[src/hw/rtl/mfbcd_pkg.sv]
// Shared widths, codes and register indexes of the memory field decoder.
package mfbcd_pkg;

  localparam int CFG_IDX_W  = 4;
  localparam int CFG_DATA_W = 32;
  localparam int VALUE_W    = 64;

  localparam logic [1:0] ENC_BIN  = 2'd0;
  localparam logic [1:0] ENC_BCD  = 2'd1;
  localparam logic [1:0] ENC_BOOL = 2'd2;

  localparam logic [1:0] NIB_WHOLE = 2'd0;
  localparam logic [1:0] NIB_LOW   = 2'd1;
  localparam logic [1:0] NIB_HIGH  = 2'd2;

  typedef enum logic [CFG_IDX_W-1:0] {
    REG_ENCODING_MODE  = 4'd0,
    REG_LITTLE_ENDIAN  = 4'd1,
    REG_MASK_ENABLE    = 4'd2,
    REG_UNIT_MASK      = 4'd3,
    REG_INVERT_BOOL    = 4'd4,
    REG_DIGIT_PER_UNIT = 4'd5,
    REG_SCALE_Q16      = 4'd6,
    REG_OFFSET_Q16     = 4'd7
  } cfg_reg_t;

endpackage

[src/hw/rtl/mfbcd_if.sv]
// Channel interfaces of the memory field decoder: unit input, result output, register writes.
interface mfbcd_unit_if import mfbcd_pkg::*; ();
  logic       valid;
  logic       ready;
  logic [7:0] unit_byte;
  logic [1:0] nibble_select;
  logic       unit_missing;
  logic       last_unit;

  modport source (output valid, output unit_byte, output nibble_select,
                  output unit_missing, output last_unit, input ready);
  modport sink   (input valid, input unit_byte, input nibble_select,
                  input unit_missing, input last_unit, output ready);
endinterface

interface mfbcd_result_if import mfbcd_pkg::*; ();
  logic                      valid;
  logic                      ready;
  logic signed [VALUE_W-1:0] field_value;
  logic                      read_failed;

  modport source (output valid, output field_value, output read_failed, input ready);
  modport sink   (input valid, input field_value, input read_failed, output ready);
endinterface

interface mfbcd_cfg_if import mfbcd_pkg::*; ();
  logic                  valid;
  logic                  ready;
  logic [CFG_IDX_W-1:0]  index;
  logic [CFG_DATA_W-1:0] data;

  modport source (output valid, output index, output data, input ready);
  modport sink   (input valid, input index, input data, output ready);
endinterface

[src/hw/rtl/memory_field_bcd_int_decoder.sv]
// Memory field decoder: folds field units into a value, then scales, offsets and saturates it.
//
// Units of one field arrive one beat at a time on the unit channel; the beat with
// last_unit set closes the field and produces one beat on the result channel.
// Registers are written through the cfg channel, which is always ready; write them
// only while no field is in progress.
// Every product of a 64-bit and a 32-bit operand goes through one shared 32x32 multiplier
// in two passes (S_MLO, S_MHI, then S_COMB): a unit takes one such product in big-endian
// order and two in little-endian order (the place weight is multiplied too). Units beyond
// MAX_UNITS skip the multiplier. The last unit then adds the Q16.16 scale, offset, rounding
// toward zero and saturation (S_FIN, the multiplier, S_SGN, S_SAT) before its result
// reaches S_OUT. A field with a missing unit skips the scaling: S_FIN passes it straight
// to S_OUT.
// The unit channel is ready only while the sequencer is idle.
// Results sit in an output register: the block keeps accepting units while a result
// waits, and holds a new result only if the previous one has still not been taken.
// Reset is synchronous; it restores the register defaults and clears the field state.
module memory_field_bcd_int_decoder
  import mfbcd_pkg::*;
#(
  parameter int MAX_UNITS = 8
) (
  input logic            clk,
  input logic            rst,
  mfbcd_unit_if.sink     unit,
  mfbcd_result_if.source result,
  mfbcd_cfg_if.sink      cfg
);

  localparam int CNT_W = $clog2(MAX_UNITS + 1);
  localparam logic [CNT_W-1:0] UNIT_LIMIT = CNT_W'(MAX_UNITS);

  typedef enum logic [7:0] {
    S_IDLE = 8'b0000_0001,
    S_MLO  = 8'b0000_0010,
    S_MHI  = 8'b0000_0100,
    S_COMB = 8'b0000_1000,
    S_FIN  = 8'b0001_0000,
    S_SGN  = 8'b0010_0000,
    S_SAT  = 8'b0100_0000,
    S_OUT  = 8'b1000_0000
  } state_t;

  typedef enum logic [1:0] {
    OP_ACC   = 2'd0,
    OP_PW    = 2'd1,
    OP_SCALE = 2'd2
  } op_t;

  // Configuration registers.
  logic [1:0]  encoding_mode;
  logic        little_endian;
  logic        mask_enable;
  logic [7:0]  unit_mask;
  logic        invert_bool;
  logic        digit_per_unit;
  logic [31:0] scale_q16;
  logic [31:0] offset_q16;

  // Field state.
  state_t           state;
  logic [63:0]      acc;
  logic [63:0]      pw;
  logic [CNT_W-1:0] units_seen;
  logic             any_missing;

  // Sequencer working registers.
  op_t         op;
  logic        last_r;
  logic        le_r;
  logic [8:0]  radix_r;
  logic [63:0] mx;
  logic [31:0] mb;
  logic [63:0] addend;
  logic [63:0] prod;
  logic [63:0] tmp;
  logic [95:0] mag;
  logic [95:0] sum;
  logic        neg;
  logic [63:0] res_value;
  logic        res_failed;

  // Unit reduction and digit decode.
  logic [7:0] u_sel;
  logic [7:0] u;
  logic [3:0] hi_d;
  logic [3:0] lo_d;
  logic [7:0] chunk;
  logic [7:0] k1;
  logic [8:0] radix_in;
  logic       is_bcd;

  always_comb begin
    case (unit.nibble_select)
      NIB_LOW:  u_sel = {4'd0, unit.unit_byte[3:0]};
      NIB_HIGH: u_sel = {4'd0, unit.unit_byte[7:4]};
      default:  u_sel = unit.unit_byte;
    endcase
    u      = mask_enable ? (u_sel & unit_mask) : u_sel;
    hi_d   = (u[7:4] <= 4'd9) ? u[7:4] : 4'd0;
    lo_d   = (u[3:0] <= 4'd9) ? u[3:0] : 4'd0;
    is_bcd = (encoding_mode == ENC_BCD);
    if (digit_per_unit) begin
      chunk = (u <= 8'd9) ? u : 8'd0;
    end else begin
      chunk = 8'({4'd0, hi_d} * 8'd10) + {4'd0, lo_d};
    end
    k1 = is_bcd ? chunk : u;
    if (is_bcd) begin
      radix_in = digit_per_unit ? 9'd10 : 9'd100;
    end else begin
      radix_in = 9'd256;
    end
  end

  // Value entering the scale step.
  logic        val_bool;
  logic [63:0] fin_val;
  logic [63:0] av;
  logic [31:0] as_mag;

  always_comb begin
    val_bool = (acc != 64'd0) ^ invert_bool;
    fin_val  = (encoding_mode == ENC_BOOL) ? {63'd0, val_bool} : acc;
    av       = fin_val[63] ? (~fin_val + 64'd1) : fin_val;
    as_mag   = scale_q16[31] ? (~scale_q16 + 32'd1) : scale_q16;
  end

  // The shared multiplier: one 32-bit half of mx against mb.
  logic [31:0] mul_a;
  logic [63:0] mul_p;
  logic [95:0] comb_sum;
  logic [95:0] sgn_sum;
  logic [95:0] rnd_sum;
  logic [79:0] quot;
  logic [63:0] sat_val;

  always_comb begin
    mul_a    = (state == S_MHI) ? mx[63:32] : mx[31:0];
    mul_p    = {32'd0, mul_a} * {32'd0, mb};
    comb_sum = {32'd0, tmp} + {prod, 32'd0};
    sgn_sum  = (neg ? ~mag : mag) + {{64{offset_q16[31]}}, offset_q16} + {95'd0, neg};
    // Adding 0xFFFF before the arithmetic shift rounds a negative sum toward zero.
    rnd_sum  = sum + (sum[95] ? 96'h0_FFFF : 96'd0);
    quot     = rnd_sum[95:16];
    if (!quot[79] && (|quot[79:63])) begin
      sat_val = 64'h7FFF_FFFF_FFFF_FFFF;
    end else if (quot[79] && !(&quot[79:63])) begin
      sat_val = 64'h8000_0000_0000_0000;
    end else begin
      sat_val = quot[63:0];
    end
  end

  logic unit_beat;
  logic out_load;

  assign unit.ready = (state == S_IDLE);
  assign cfg.ready  = 1'b1;
  assign unit_beat  = unit.valid && unit.ready;
  assign out_load   = (state == S_OUT) && (!result.valid || result.ready);

  always_ff @(posedge clk) begin
    if (rst) begin
      encoding_mode  <= ENC_BIN;
      little_endian  <= 1'b0;
      mask_enable    <= 1'b0;
      unit_mask      <= 8'hFF;
      invert_bool    <= 1'b0;
      digit_per_unit <= 1'b0;
      scale_q16      <= 32'h0001_0000;
      offset_q16     <= 32'd0;
      state          <= S_IDLE;
      acc            <= 64'd0;
      pw             <= 64'd1;
      units_seen     <= '0;
      any_missing    <= 1'b0;
      result.valid   <= 1'b0;
    end else begin
      if (cfg.valid && cfg.ready) begin
        unique case (cfg.index)
          REG_ENCODING_MODE:  encoding_mode  <= cfg.data[1:0];
          REG_LITTLE_ENDIAN:  little_endian  <= cfg.data[0];
          REG_MASK_ENABLE:    mask_enable    <= cfg.data[0];
          REG_UNIT_MASK:      unit_mask      <= cfg.data[7:0];
          REG_INVERT_BOOL:    invert_bool    <= cfg.data[0];
          REG_DIGIT_PER_UNIT: digit_per_unit <= cfg.data[0];
          REG_SCALE_Q16:      scale_q16      <= cfg.data;
          REG_OFFSET_Q16:     offset_q16     <= cfg.data;
          default: ;
        endcase
      end

      if (result.valid && result.ready && !out_load) begin
        result.valid <= 1'b0;
      end

      unique case (state)
        S_IDLE: begin
          if (unit_beat) begin
            any_missing <= any_missing | unit.unit_missing;
            last_r      <= unit.last_unit;
            if (units_seen < UNIT_LIMIT) begin
              units_seen <= units_seen + CNT_W'(1);
              le_r       <= little_endian;
              radix_r    <= radix_in;
              op         <= OP_ACC;
              // Little-endian adds digit * weight; big-endian shifts the total by the radix.
              if (little_endian) begin
                mx     <= pw;
                mb     <= {24'd0, k1};
                addend <= acc;
              end else begin
                mx     <= acc;
                mb     <= {23'd0, radix_in};
                addend <= {56'd0, k1};
              end
              state <= S_MLO;
            end else begin
              state <= unit.last_unit ? S_FIN : S_IDLE;
            end
          end
        end
        S_MLO: begin
          prod  <= mul_p;
          state <= S_MHI;
        end
        S_MHI: begin
          tmp   <= prod + addend;
          prod  <= mul_p;
          state <= S_COMB;
        end
        S_COMB: begin
          case (op)
            OP_ACC: begin
              acc <= comb_sum[63:0];
              if (le_r) begin
                mx     <= pw;
                mb     <= {23'd0, radix_r};
                addend <= 64'd0;
                op     <= OP_PW;
                state  <= S_MLO;
              end else begin
                state <= last_r ? S_FIN : S_IDLE;
              end
            end
            OP_PW: begin
              pw    <= comb_sum[63:0];
              state <= last_r ? S_FIN : S_IDLE;
            end
            OP_SCALE: begin
              mag   <= comb_sum;
              state <= S_SGN;
            end
            default: state <= S_IDLE;
          endcase
        end
        S_FIN: begin
          if (any_missing) begin
            res_value  <= 64'd0;
            res_failed <= 1'b1;
            state      <= S_OUT;
          end else begin
            mx     <= av;
            mb     <= as_mag;
            addend <= 64'd0;
            neg    <= fin_val[63] ^ scale_q16[31];
            op     <= OP_SCALE;
            state  <= S_MLO;
          end
        end
        S_SGN: begin
          sum   <= sgn_sum;
          state <= S_SAT;
        end
        S_SAT: begin
          res_value  <= sat_val;
          res_failed <= 1'b0;
          state      <= S_OUT;
        end
        S_OUT: begin
          if (out_load) begin
            result.valid       <= 1'b1;
            result.field_value <= res_value;
            result.read_failed <= res_failed;
            acc                <= 64'd0;
            pw                 <= 64'd1;
            units_seen         <= '0;
            any_missing        <= 1'b0;
            state              <= S_IDLE;
          end
        end
        default: state <= S_IDLE;
      endcase
    end
  end

  // The unit count never runs past the configured limit.
  a_units_bound: assert property (@(posedge clk) disable iff (rst)
    units_seen <= UNIT_LIMIT)
    else $error("unit count exceeds MAX_UNITS");

  // A failed field always reports zero.
  a_fail_zero: assert property (@(posedge clk) disable iff (rst)
    (result.valid && result.read_failed) |-> (result.field_value == 64'sd0))
    else $error("failed field reports a nonzero value");

  // Delivering a result leaves a clean field behind.
  a_field_clear: assert property (@(posedge clk) disable iff (rst)
    out_load |=> (acc == 64'd0 && pw == 64'd1 && units_seen == '0 && !any_missing))
    else $error("field state not cleared after a result");

  // A unit inside the limit always starts the multiplier sequence.
  a_unit_starts: assert property (@(posedge clk) disable iff (rst)
    (unit_beat && units_seen < UNIT_LIMIT) |=> (state == S_MLO))
    else $error("accepted unit did not start the multiplier");

endmodule

[src/flat_wrapper.sv]
// flat-port wrapper written by rule: the top's interface ports become plain ports
module memory_field_bcd_int_decoder_flat import mfbcd_pkg::*;
#(
  parameter int MAX_UNITS = 8
)
  (clk, rst, unit_valid, unit_unit_byte, unit_nibble_select, unit_unit_missing, unit_last_unit, unit_ready, result_valid, result_field_value, result_read_failed, result_ready, cfg_valid, cfg_index, cfg_data, cfg_ready);
  mfbcd_unit_if unit_i ();
  mfbcd_result_if result_i ();
  mfbcd_cfg_if cfg_i ();
  input logic clk;
  input logic rst;
  input wire logic [$bits(unit_i.valid)-1:0] unit_valid;
  input wire logic [$bits(unit_i.unit_byte)-1:0] unit_unit_byte;
  input wire logic [$bits(unit_i.nibble_select)-1:0] unit_nibble_select;
  input wire logic [$bits(unit_i.unit_missing)-1:0] unit_unit_missing;
  input wire logic [$bits(unit_i.last_unit)-1:0] unit_last_unit;
  output wire logic [$bits(unit_i.ready)-1:0] unit_ready;
  output wire logic [$bits(result_i.valid)-1:0] result_valid;
  output wire logic [$bits(result_i.field_value)-1:0] result_field_value;
  output wire logic [$bits(result_i.read_failed)-1:0] result_read_failed;
  input wire logic [$bits(result_i.ready)-1:0] result_ready;
  input wire logic [$bits(cfg_i.valid)-1:0] cfg_valid;
  input wire logic [$bits(cfg_i.index)-1:0] cfg_index;
  input wire logic [$bits(cfg_i.data)-1:0] cfg_data;
  output wire logic [$bits(cfg_i.ready)-1:0] cfg_ready;
  assign unit_i.valid = unit_valid;
  assign unit_i.unit_byte = unit_unit_byte;
  assign unit_i.nibble_select = unit_nibble_select;
  assign unit_i.unit_missing = unit_unit_missing;
  assign unit_i.last_unit = unit_last_unit;
  assign unit_ready = unit_i.ready;
  assign result_valid = result_i.valid;
  assign result_field_value = result_i.field_value;
  assign result_read_failed = result_i.read_failed;
  assign result_i.ready = result_ready;
  assign cfg_i.valid = cfg_valid;
  assign cfg_i.index = cfg_index;
  assign cfg_i.data = cfg_data;
  assign cfg_ready = cfg_i.ready;
  memory_field_bcd_int_decoder #(.MAX_UNITS(MAX_UNITS)) u_core (.clk(clk), .rst(rst), .unit(unit_i), .result(result_i), .cfg(cfg_i));
endmodule
[config.mk]
export PLATFORM = sky130hd
export DESIGN_NAME = memory_field_bcd_int_decoder_flat
export DESIGN_NICKNAME = d
export VERILOG_FILES = /design/src/hw/rtl/mfbcd_pkg.sv /design/src/hw/rtl/mfbcd_if.sv /design/src/hw/rtl/memory_field_bcd_int_decoder.sv /design/src/flat_wrapper.sv
export SDC_FILE = /design/constraint.sdc
export NUM_CORES = 2
export LEC_CHECK = 0
export BUFFER_PORTS_ARGS = -buffer_cell sky130_fd_sc_hd__buf_4
export CORE_MARGIN = 3
export CORE_UTILIZATION = 40
export CTS_CLUSTER_SIZE = 30
export DETAILED_ROUTE_END_ITERATION = 7
export SLEW_MARGIN = 20
export SYNTH_ARGS = -nofsm -noshare
export SYNTH_HDL_FRONTEND = slang
export SYNTH_SLANG_ARGS = --single-unit
[constraint.sdc]
create_clock -name clk -period 60.9 [get_ports clk]
set_clock_uncertainty 0.2 [all_clocks]
set_input_delay 9.135 -clock clk [delete_from_list [all_inputs] [get_ports clk]]
set_output_delay 9.135 -clock clk [all_outputs]
set_load 0.02 [all_outputs]
==> flow_metrics.env <==
export IMPL_status="complete, no violations"
export IMPL_ant_nets=0
export IMPL_hold_depth=0
export IMPL_crit_fanout=7
export IMPL_clock_fmax_mhz=82.53
export IMPL_antenna_found_initial=20
export IMPL_hold_path_end="u_core.result.field_value[52]$_DFFE_PP_"
export IMPL_grt_max_degree=151
export IMPL_hp_class="register to register"
export IMPL_cpMostUsedCell="ha_1"
export IMPL_worstSetupPathType="primary input to register"
export IMPL_syn_to_final_growth_pct=8.165
export IMPL_wl_met2_mm=119.9
export IMPL_post_cts_resized=0
export IMPL_r2r_end="u_core.prod[62]$_DFFE_PP_"
export IMPL_cts_tree="done"
export IMPL_die_width_um=451.2
export IMPL_clkTransAtPathRegs_ns=0.07
export IMPL_clk_latency_ns=0.75
export IMPL_slowest_stage="fa_1"
export IMPL_async_flop_share=0
export IMPL_numClockSinks=838
export IMPL_setup_violations=0
export IMPL_timing_rr_start="u_core.state[7]$_SDFFE_PP0P_"
export IMPL_synth_edf_count=618
export IMPL_cp_start_kind="primary input"
export IMPL_die_area_um2=203600
export IMPL_drtIter0Drc=6486
export IMPL_cts_hold_buf=0
export IMPL_yosys_warnings=0
export IMPL_portBuffers=119
export IMPL_clockRootBuffer="clkbuf_16"
export IMPL_critPathTopFamily="adder cells"
export IMPL_syn_nets=9717
export IMPL_gp_congestion=0.9576
export IMPL_htree_levels=3
export IMPL_cp_end_kind="register"
export IMPL_ioPinCount=121
export IMPL_path_buf_inv=2
export IMPL_via_per_inst=5.695
export IMPL_initial_core_util=0.4045
export IMPL_syn_area_um2=79280
export IMPL_setup_tns_ns=0
export IMPL_yosysSeqAreaShare=0.2896
export IMPL_rsz0062_at_grt="no"
export IMPL_maxSlewHeadroom=0.2370
export IMPL_synthDistinctLibCells=105
export IMPL_grt_pass1_vias=61980
export IMPL_drtPass1Iterations=6
export IMPL_postCtsSetupBuffers=0
export IMPL_slew_violations=0
export IMPL_finalCriticalPeriod_ns=12.12
export IMPL_worst_pin_slew_ns=1.130
export IMPL_slowest_delay_ns=0.54
export IMPL_reg2reg_slack_ns=49.52
export IMPL_final_hold_violation_count=0
export IMPL_route_detailed_wl_per_inst_um=24.72
export IMPL_overflow=0
export IMPL_avgSynthCellArea_um2=9.571
export IMPL_finalWirelength_mm=268.4
export IMPL_finalCritPeriodShare=0.1990
export IMPL_synth_common_cells="nand2_1 (1019), inv_1 (964), fa_1 (901)"
export IMPL_yosys_most_used_dff="edfxtp_1"
export IMPL_yosysTopAreaCell="edfxtp_1"
export IMPL_drc_errors=0
export IMPL_wl_met1_mm=115.2
export IMPL_drv_cap=0
export IMPL_layout_drive_gt1_share=0.05834
export IMPL_hold_start="u_core.res_value[52]$_SDFFCE_PP0P_"
export IMPL_netlist_area_leader_share=0.2341
export IMPL_synth_seq_cells=838
export IMPL_postSynthCellCount=8284
export IMPL_synthTopCellsByArea="edfxtp_1 (23%), fa_1 (23%), ha_1 (7.6%), dfxtp_1 (5.6%), and2_1 (4.9%)"
export IMPL_yosysMostFrequentCell="nand2_1"
export IMPL_highest_signal_layer="met5"
export IMPL_fillers=18810
export IMPL_die_h_um=451.2
export IMPL_worstPathArrival_ns=12.38
export IMPL_vias=61830
export IMPL_ff2ff_path_depth=27
export IMPL_coreArea_um2=196000
export IMPL_track_usage=0.2604
export IMPL_required_ns=61.16
export IMPL_wl_met3_mm=22.43
export IMPL_place_hpwl_mm=206.8
export IMPL_fin_nets=9582
export IMPL_cts_buffers=94
export IMPL_row_count=162
export IMPL_reg_top3="u_core.mag x96, u_core.sum x96"
export IMPL_path_cells="buf_4 > inv_1 > ha_1 > o211a_1 > nor2b_1 > ha_1 > ha_1 > fa_1 > nand2_1 > nor3_1 > xnor2_1 > nand2_1 > o41ai_1 > a22oi_1 > nor2_1 > a21oi_1 > nor2_1"
export IMPL_clock_path_buffers=3
export IMPL_grt_pass1_wl_mm=401.1
-- metal layers --
| layer | GRT usage | vias to the layer above |
|---|---|---|
| met5 | 0 | - |
| met4 | 0.09408 | 4 |
| met3 | 0.04209 | 491 |
| met2 | 0.4058 | 2668 |
| met1 | 0.3660 | 31470 |
| li1 | - | 27200 |
-- final cells by class --
class	count	area [um^2]	area share
Tap cell	2624	3283	0.03828
Clock inverter	46	519.2	0.006055
Antenna cell	5	12.51	0.0001459
Inverter	966	3626	0.04228
Sequential cell	838	22960	0.2678
Timing Repair Buffer	221	1682	0.01961
Clock buffer	129	2614	0.03048
Multi-Input combinational cell	6028	51060	0.5954
-- how the worst max path moves through the flow --
stage,start,end,slack (ns),cells past startpoint
2_1_floorplan,rst,u_core.addend[0]$_SDFFCE_PN0P_,24.63,3
3_3_place_gp,unit_nibble_select[0],u_core.addend[7]$_SDFFCE_PN0P_,47.84,17
3_5_place_dp,unit_nibble_select[0],u_core.addend[7]$_SDFFCE_PN0P_,48.01,17
4_1_cts,unit_nibble_select[0],u_core.addend[7]$_SDFFCE_PN0P_,48.80,17
5_1_grt,unit_nibble_select[0],u_core.addend[7]$_SDFFCE_PN0P_,48.49,17
6_report,unit_nibble_select[0],u_core.addend[7]$_SDFFCE_PN0P_,48.78,17
-- metrics by stage --
stage	hold slack [ns]	instance area [um^2]	worst slack (ns)	utilization	cells
finish	0.2167	85760	48.78	0.4375	10860
global route	0.2195	85750	48.49	0.4375	10850
CTS	0.2178	85740	48.80	0.4374	10850
detailed placement	0.2045	82610	48.01	0.4215	10680
global placement	0.2003	82610	47.84	0.4215	10680
floorplan	0.2003	79280	24.63	-	8284
-- cell families (layout without fill, tap and decap cells) --
logic type / after synthesis / after routing / synth area share
compound gates: 1414 / 1414 / 0.1118
xor+xnor: 481 / 481 / 0.05314
fa+ha+maj: 1380 / 1380 / 0.3031
buf+inv: 1418 / 1362 / 0.06789
flops: 838 / 838 / 0.2896
mux: 50 / 50 / 0.006881
other cells: 1 / 6 / 0.00004730
simple gates: 2702 / 2702 / 0.1675
-- cells in the final DEF (no fill, tap or decap), types with 34 or more instances in the layout --
cell	instances
xnor2_1	214
nor4_1	35
mux2_2	36
a221o_1	34
nand2_1	1019
fa_1	901
nor3_1	88
o21ai_0	238
ha_1	479
o21bai_1	49
dfxtp_1	218
nand3_1	176
inv_1	964
xor2_1	267
clkbuf_16	99
nor2b_1	42
a21o_1	144
nand4_1	72
a211oi_1	34
and2_1	623
o21a_1	38
edfxtp_1	618
a22oi_1	38
a21oi_1	524
o21ai_1	79
and3_1	101
nor2_1	373
buf_4	218
Power is not shown: default switching activity piles up to over one toggle a cycle in this logic, so the estimate is an artifact.
